### config.mk
export PLATFORM = sky130hd
export DESIGN_NAME = icaf_ctrl
export DESIGN_NICKNAME = d
export VERILOG_FILES = /design/src/rtl/icaf_pkg.sv /design/src/rtl/icaf_ctrl.sv
export SDC_FILE = /design/constraint.sdc
export NUM_CORES = 1
export LEC_CHECK = 0
export ABC_AREA = 1
export BUFFER_PORTS_ARGS = -buffer_cell sky130_fd_sc_hd__buf_2
export CAP_MARGIN = 0
export CORE_UTILIZATION = 40
export DETAILED_ROUTE_END_ITERATION = 7
export PLACE_DENSITY_LB_ADDON = 0.25
export REMOVE_ABC_BUFFERS = 1
export SYNTH_ARGS = -nofsm -noshare
export SYNTH_HDL_FRONTEND = slang
export SYNTH_SLANG_ARGS = --single-unit
### constraint.sdc
create_clock -name clk -period 1.9 [get_ports clk]
set_input_delay 0.19 -clock clk [delete_from_list [all_inputs] [get_ports clk]]
set_output_delay 0.19 -clock clk [all_outputs]
set_load 0.05 [all_outputs]
### src/rtl/icaf_pkg.sv
// Package for the IMU complementary angle filter: word types, constants,
// arctangent table and the controller state encoding. No dependencies.
`default_nettype none
package icaf_pkg;

    localparam int CORDIC_ITERS = 28;
    localparam int ITER_W = 5;

    localparam logic signed [31:0] PI_Q28      = 32'sd843314857;
    localparam logic signed [31:0] HALF_PI_Q28 = 32'sd421657428;

    // rounding divides: inc = round(x / 1e6), blend = round(x / 20);
    // the power-of-two factor of each divisor is shifted out first
    localparam logic [63:0] INC_HALF    = 64'd500000;
    localparam logic [63:0] BLEND_HALF  = 64'd10;
    localparam logic [19:0] INC_DEN     = 20'd15625;        // 1e6 / 64
    localparam logic [19:0] BLEND_DEN   = 20'd5;            // 20 / 4
    localparam logic [31:0] INC_RECIP   = 32'd2251799813;   // floor(2^45 / 15625)
    localparam logic [31:0] BLEND_RECIP = 32'd3435973836;   // floor(2^34 / 5)

    typedef struct packed {
        logic signed [23:0] rate_a_roll;
        logic signed [23:0] rate_a_pitch;
        logic signed [23:0] rate_a_yaw;
        logic signed [23:0] rate_b_roll;
        logic signed [23:0] rate_b_pitch;
        logic signed [23:0] rate_b_yaw;
        logic signed [23:0] accel_x;
        logic signed [23:0] accel_y;
        logic signed [23:0] accel_z;
        logic signed [23:0] mag_x;
        logic signed [23:0] mag_y;
        logic [15:0]        time_step_us;
    } in_word_t;

    typedef struct packed {
        logic signed [31:0] gyro_a_roll;
        logic signed [31:0] gyro_a_pitch;
        logic signed [31:0] gyro_a_yaw;
        logic signed [31:0] gyro_b_roll;
        logic signed [31:0] gyro_b_pitch;
        logic signed [31:0] gyro_b_yaw;
        logic signed [31:0] ref_roll;
        logic signed [31:0] ref_pitch;
        logic signed [31:0] ref_yaw;
        logic signed [31:0] fused_roll;
        logic signed [31:0] fused_pitch;
        logic signed [31:0] fused_yaw;
    } out_word_t;

    typedef enum logic [3:0] {
        ST_IDLE,
        ST_CORDIC_START,
        ST_CORDIC_RUN,
        ST_CORDIC_STORE,
        ST_INC_MUL,
        ST_INC_DIV,
        ST_INC_STORE,
        ST_BLEND_MUL,
        ST_BLEND_DIV,
        ST_BLEND_STORE,
        ST_OUTPUT
    } state_t;

    typedef enum logic [1:0] {
        DV_IDLE,
        DV_MUL,
        DV_REM,
        DV_FIX
    } div_state_t;

    typedef struct packed {
        logic       load;        // capture input word
        logic       cordic_init;
        logic       cordic_step;
        logic       ref_store;
        logic       inc_mul;
        logic       div_start;
        logic       inc_store;
        logic       blend_mul;
        logic       blend_store;
        logic       out_load;
        logic [1:0] axis;
    } ctrl_cmd_t;

    typedef struct packed {
        logic cordic_last;
        logic div_done;
    } ctrl_stat_t;

    function automatic logic signed [31:0] atan_entry(input logic [ITER_W-1:0] i);
        logic signed [31:0] r;
        case (i)
            5'd0:  r = 32'sd210828714;
            5'd1:  r = 32'sd124459457;
            5'd2:  r = 32'sd65760959;
            5'd3:  r = 32'sd33381290;
            5'd4:  r = 32'sd16755422;
            5'd5:  r = 32'sd8385879;
            5'd6:  r = 32'sd4193963;
            5'd7:  r = 32'sd2097109;
            5'd8:  r = 32'sd1048571;
            5'd9:  r = 32'sd524287;
            5'd10: r = 32'sd262144;
            5'd11: r = 32'sd131072;
            5'd12: r = 32'sd65536;
            5'd13: r = 32'sd32768;
            5'd14: r = 32'sd16384;
            5'd15: r = 32'sd8192;
            5'd16: r = 32'sd4096;
            5'd17: r = 32'sd2048;
            5'd18: r = 32'sd1024;
            5'd19: r = 32'sd512;
            5'd20: r = 32'sd256;
            5'd21: r = 32'sd128;
            5'd22: r = 32'sd64;
            5'd23: r = 32'sd32;
            5'd24: r = 32'sd16;
            5'd25: r = 32'sd8;
            5'd26: r = 32'sd4;
            5'd27: r = 32'sd2;
            default: r = 32'sd0;
        endcase
        return r;
    endfunction

endpackage
`default_nettype wire

### src/rtl/icaf_ctrl.sv
// Sequencer for the filter: three CORDIC passes, then per axis the gyro
// increments and the blend. Uses icaf_pkg types.
`default_nettype none
module icaf_ctrl (
    input  wire logic                  clk,
    input  wire logic                  rst_n,
    input  wire logic                  in_valid,
    output logic                       in_stall,
    input  wire logic                  out_full,
    input  wire icaf_pkg::ctrl_stat_t  stat,
    output icaf_pkg::ctrl_cmd_t        cmd
);
    icaf_pkg::state_t state_reg, state_next;
    logic [1:0] axis_reg, axis_next;
    logic       gyro_b_reg, gyro_b_next;   // second increment of an axis

    always_comb
    begin
        state_next = state_reg;
        axis_next  = axis_reg;
        gyro_b_next = gyro_b_reg;
        case (state_reg)
            icaf_pkg::ST_IDLE:
                if (in_valid)
                begin
                    state_next = icaf_pkg::ST_CORDIC_START;
                    axis_next = 2'd0;
                end
            icaf_pkg::ST_CORDIC_START: state_next = icaf_pkg::ST_CORDIC_RUN;
            icaf_pkg::ST_CORDIC_RUN:
                if (stat.cordic_last) state_next = icaf_pkg::ST_CORDIC_STORE;
            icaf_pkg::ST_CORDIC_STORE:
                if (axis_reg == 2'd2)
                begin
                    axis_next = 2'd0;
                    gyro_b_next = 1'b0;
                    state_next = icaf_pkg::ST_INC_MUL;
                end
                else
                begin
                    axis_next = axis_reg + 2'd1;
                    state_next = icaf_pkg::ST_CORDIC_START;
                end
            icaf_pkg::ST_INC_MUL: state_next = icaf_pkg::ST_INC_DIV;
            icaf_pkg::ST_INC_DIV:
                if (stat.div_done) state_next = icaf_pkg::ST_INC_STORE;
            icaf_pkg::ST_INC_STORE:
                if (gyro_b_reg)
                begin
                    gyro_b_next = 1'b0;
                    state_next = icaf_pkg::ST_BLEND_MUL;
                end
                else
                begin
                    gyro_b_next = 1'b1;
                    state_next = icaf_pkg::ST_INC_MUL;
                end
            icaf_pkg::ST_BLEND_MUL: state_next = icaf_pkg::ST_BLEND_DIV;
            icaf_pkg::ST_BLEND_DIV:
                if (stat.div_done) state_next = icaf_pkg::ST_BLEND_STORE;
            icaf_pkg::ST_BLEND_STORE:
                if (axis_reg == 2'd2)
                    state_next = icaf_pkg::ST_OUTPUT;
                else
                begin
                    axis_next = axis_reg + 2'd1;
                    state_next = icaf_pkg::ST_INC_MUL;
                end
            icaf_pkg::ST_OUTPUT:
                if (!out_full) state_next = icaf_pkg::ST_IDLE;
            default: state_next = icaf_pkg::ST_IDLE;
        endcase
    end

    always_comb
    begin
        cmd = '0;
        cmd.axis = axis_reg;
        in_stall = 1'b1;
        case (state_reg)
            icaf_pkg::ST_IDLE:
            begin
                in_stall = 1'b0;
                cmd.load = in_valid;
            end
            icaf_pkg::ST_CORDIC_START: cmd.cordic_init = 1'b1;
            icaf_pkg::ST_CORDIC_RUN:   cmd.cordic_step = 1'b1;
            icaf_pkg::ST_CORDIC_STORE: cmd.ref_store = 1'b1;
            icaf_pkg::ST_INC_MUL:
            begin
                cmd.inc_mul = 1'b1;
                cmd.div_start = 1'b0;
            end
            icaf_pkg::ST_INC_DIV:      cmd.div_start = 1'b0;
            icaf_pkg::ST_INC_STORE:    cmd.inc_store = 1'b1;
            icaf_pkg::ST_BLEND_MUL:    cmd.blend_mul = 1'b1;
            icaf_pkg::ST_BLEND_DIV:    cmd.div_start = 1'b0;
            icaf_pkg::ST_BLEND_STORE:  cmd.blend_store = 1'b1;
            icaf_pkg::ST_OUTPUT:       cmd.out_load = !out_full;
            default: cmd = '0;
        endcase
        // divider kicks off in the same cycle as the operand register loads, taking the operand combinationally
        cmd.div_start = (state_reg == icaf_pkg::ST_INC_MUL)
                     || (state_reg == icaf_pkg::ST_BLEND_MUL);
        cmd.inc_mul = cmd.inc_mul && !gyro_b_reg ? 1'b1 : cmd.inc_mul;
    end

    always_ff @(posedge clk or negedge rst_n)
    begin
        if (!rst_n)
        begin
            state_reg  <= icaf_pkg::ST_IDLE;
            axis_reg   <= 2'd0;
            gyro_b_reg <= 1'b0;
        end
        else
        begin
            state_reg  <= state_next;
            axis_reg   <= axis_next;
            gyro_b_reg <= gyro_b_next;
        end
    end
endmodule
`default_nettype wire

# ---- Yosys cells after proc, flatten, opt, wreduce, memory -nomap -nowiden
# Index checks and enable logic that the tools add are counted.
dict set report word_totals {
  register_bits 7
  output_inout_bits 13
}
dict set report op_classes {
  add_sub_neg 1
  n_eq_ne 18
  mux 28
  reduce_logical 11
}
# operator count
set op_table {}
lappend op_table {{case mux 4 bit (11 select lines)} 1}
lappend op_table {{2-to-1 mux 4 bit} 6}
lappend op_table {{== test 4 x 3 -> 1 bit (second input constant)} 4}
lappend op_table {{inequality test 2 bit (second input constant)} 7}
lappend op_table {{2-to-1 mux 1 bit} 13}
lappend op_table {{== test 4 bit (second input constant)} 3}
lappend op_table {{OR reduction 11 bit} 1}
lappend op_table {{2-to-1 mux 2 bit} 5}
lappend op_table {{== test 4 x 2 -> 1 bit (second input constant)} 2}
lappend op_table {{case mux 2 bit (3 select lines)} 1}
lappend op_table {{AND reduction 5 bit} 1}
lappend op_table {{== test 4 x 1 -> 1 bit (second input constant)} 1}
lappend op_table {{logical NOT 4 bit} 1}
lappend op_table {{2-to-1 mux 3 bit} 1}
lappend op_table {{AND reduction 3 bit} 1}
lappend op_table {{nonzero test 3 bit} 1}
lappend op_table {{adder 2 x 1 -> 2 bit (second input constant)} 1}
lappend op_table {{== test 2 bit (second input constant)} 1}
lappend op_table {{logical NOT 1 bit} 2}
lappend op_table {{case mux 1 bit (2 select lines)} 1}
lappend op_table {{AND reduction 2 bit} 1}
lappend op_table {{nonzero test 2 bit} 1}
lappend op_table {{logical AND 1 bit} 1}
lappend op_table {{logical OR 1 bit} 1}

# ---- Logic depth before layout (Yosys ltp)
dict set report logic_depth {
  word_depth 4
  depth_mapped 9
  ltp_nobuf 9
}

# ---- Worst setup path after synthesis
# Ideal clock, no wire load.
dict set report synth_path {
  path_type {reg-to-output}
  from {reg state_reg[2]}
  to {out cmd[11] in the netlist's numbering}
  t_arrival_ns 1.773
  required_time_ns 1.710
  slack_ns -0.063
  path_stages_with_launch 4
  cell_sequence {dfrtp_1 -> nor2_1 -> nand2_1 -> nor2_1}
}
# item line_no
set synth_rtl {}
lappend synth_rtl {{start: declaration} icaf_ctrl.sv:13} ;# icaf_pkg::state_t state_reg, state_next;
lappend synth_rtl {{start signal: assignment} icaf_ctrl.sv:112} ;# state_reg <= icaf_pkg::ST_IDLE;
lappend synth_rtl {{start signal: assignment} icaf_ctrl.sv:118} ;# state_reg <= state_next;
lappend synth_rtl {{end: declaration} icaf_ctrl.sv:11} ;# output icaf_pkg::ctrl_cmd_t cmd

==> results_dict.tcl <==
set metrics [dict create \
    wirelength_um 1370 \
    initialDrtViolationCount 13 \
    fillers 135 \
    crit_path_max_fanout 5 \
    htreeDepth 1 \
    yosysWarnings 0 \
    synthArstFlopShare_pct 100 \
    cpPeakStageDelay_ns 0.43 \
    p_seq_share_pct 20.2 \
    drv_cap 0 \
    p_leak_nw 0.483 \
    synth-compound-area-share_pct 8.59 \
    final_nets 136 \
    synth-simple-area-share_pct 44.4 \
    grt_pass1_wl_um 2110 \
    worst_slew_pin_slew_ns 0.286 \
    switching_share_pct 61.6 \
    fin_util_pct 55.5 \
    syn_area_per_cell_um2 5.94 \
    final_layout_size_suffix_gt1_share_pct 23.0 \
    die_h_um 41.1 \
    hp-class "in -> reg" \
    netlist_top_cells_count "nand2_1 (35), inv_1 (18), nand3_1 (11), nor2_1 (11), dfrtp_1 (7)" \
    ys_seq_elements 7 \
    die-area_um2 1690 \
    max_freq_ghz 0.606 \
    cts.clk_slew.worst_paths_ns 0.05 \
    maxSlewHeadroom_pct 80.8 \
    synth_cells 103 \
    cts_made_buffers 3 \
    portBuffers 18 \
    rows 13 \
    globalplace.congestion 0.887 \
    drc_errors 0 \
    period_share_pct 86.8 \
    clock_skew_ns 0.00193 \
    die_width_um 41.1 \
    synth.area.mux_share_pct 0 \
    antenna_cells 0 \
    status "finished clean" \
    drv_slew 0 \
    dpl.hpwl_um 1160 \
    setup-tns-final_ns 0 \
    synth_cell_types 14 \
    setup_viol 0 \
    cpMostUsedCell "nor2_1" \
    synth.area.top_cells "dfrtp_1 (29%), nand2_1 (21%), inv_1 (11%)" \
    cts-root-buf "clkbuf_4" \
    synth_top_cell_by_area "dfrtp_1" \
    cts_sinks 7 \
    hold_violations 0 \
    yosysMostFrequentCell "nand2_1" \
    clk_latency_ns 0.25 \
    min_period_ns 1.65 \
    vdd_drop_max_mv 0.664 \
    yosys.area_share.adder_pct 6.13 \
    via_per_inst 4.71 \
    crit_path_start_kind "register" \
    crit_slowest_cell "dfrtp_1" \
    synth-seq-area-share_pct 28.6 \
    cts_resized 0 \
    grt_max_degree 8 \
    largest_reg_flops 4 \
    postRouteAntennaNets 0 \
    cp.arrival_ns 1.46 \
    vias 664 \
    critical_path_class "reg -> out" \
    rsz0062_at_grt "false" \
    path_buf_inv 1 \
    synth_xor_area_share_pct 0 \
    antenna_found_initial 0 \
    tritoncts "yes" \
    power_frac_clock_pct 9.6 \
    path_cells "nor2_1 > nand2_1 > nor2_1 > buf_2" \
    grt_pass1_vias 529 \
    netlist_area_um2 612 \
    clock_path_buffers 2 \
    pwr-share-comb_pct 70.3 \
    power_switching_uw 841 \
    power_density_nw_per_um2 1800 \
    synthFlopType "dfrtp_1" \
    synth-edff-count 0 \
    grtUsageTotal_pct 19.7 \
    dr.pass1.iters 4 \
    intPower_uw 525 \
    synth_top_area_share_pct 28.6 \
    synth_top_family_by_area "simple AND/OR/NAND/NOR gates" \
    cp.required_ns 1.71 \
    start_util_pct 44.8 \
    pin_count 19 \
    wire_per_inst_um 9.70 \
    end_kind "output pin" \
    core_um2 1370 \
    area_growth_syn_to_layout_pct 23.9 \
    gr-total-overflow 0 \
    critical_path.top_delay_family "simple AND/OR/NAND/NOR gates" \
]
==> layout make-up <==
cell class | count | area, um2 | share of cell area (%)
inverters | 20 | 75.1 | 9.90
clock inverters | 1 | 5.00 | 0.660
multi-input cells | 76 | 362 | 47.7
repair buffers | 19 | 100 | 13.2
flip-flops and latches | 7 | 175 | 23.1
well taps | 15 | 18.8 | 2.48
clock buffers | 3 | 22.5 | 2.97
==> power groups by stage <==
stage / registers, mW / logic [mW] / clock network (mW)
floorplan: 0.262 / 0.783 / 0
global placement: 0.274 / 0.957 / 0
detailed placement: 0.276 / 0.959 / 0
CTS: 0.274 / 0.964 / 0.141
global route: 0.284 / 1.06 / 0.157
finish: 0.276 / 0.960 / 0.131
==> timing repair <==
action,in CTS,in global routing
hold buffers,1,0
hold endpoints to repair,7,0
buffers inserted,0,0
==> per-layer routing <==
layer  GRT usage (%)  vias to the layer above  share of wire [%]
met5               0                        -                  0
met4            12.1                        0                  0
met3            3.26                        0                3.1
met2            28.5                       16                 45
met1            27.0                      284                 52
li1                -                      364                  -
==> layout by cell type (no fill, tap or decap) <==
cell           synthesis  final
o21ai_1                2      2
nor2_1                11     11
nor2_2                 3      3
dlygate4sd3_1          0      1
nand3_2                2      2
inv_2                  2      2
dfrtp_1                7      7
o211ai_1               1      1
ha_1                   3      3
clkbuf_4               0      3
nand3_1               11     11
inv_1                 18     18
buf_2                  0     18
o21ai_0                5      5
nor3_1                 1      1
a21oi_1                2      2
clkinv_2               0      1
nand2_1               35     35
==> worst paths after layout <==
path,from,to,slack (ns),depth (start not counted)
worst max-delay path,state_reg[2],cmd[11],0.25,4
worst min-delay path,stat[0],state_reg[3],0.24,4
worst max register to register,state_reg[2],state_reg[1],0.56,6
worst min register to register,gyro_b_reg,gyro_b_reg,0.50,1
max in group asynchronous,rst_n,state_reg[3],1.46,2
min in group asynchronous,rst_n,state_reg[0],0.29,2
==> cell families after synthesis <==
kind of cell	Yosys count
DFF	7
buffers and inverters	20
and+or+nand+nor	63
AOI/OAI and AO/OA	10
adders and majority gates	3
==> through the flow <==
step | std cells | cell area (um2) | power, mW | setup slack [ns] | hold WS, ns
2_1_floorplan | 103 | 612 | 1.04 | -0.0629 | -0.106
6_report | 141 | 758 | 1.37 | 0.251 | 0.240
5_1_grt | 141 | 758 | 1.50 | 0.124 | 0.252
4_1_cts | 141 | 758 | 1.38 | 0.248 | 0.227
3_3_place_gp | 136 | 721 | 1.23 | 0.543 | 0.0251
3_5_place_dp | 136 | 721 | 1.23 | 0.539 | 0.0257
==> worst min-delay path, stage by stage <==
cell	delay, ns
buf_2	0.09
o21ai_0	0.08
inv_1	0.05
nand2_1	0.04
Power figures use the tool's default switching activity.
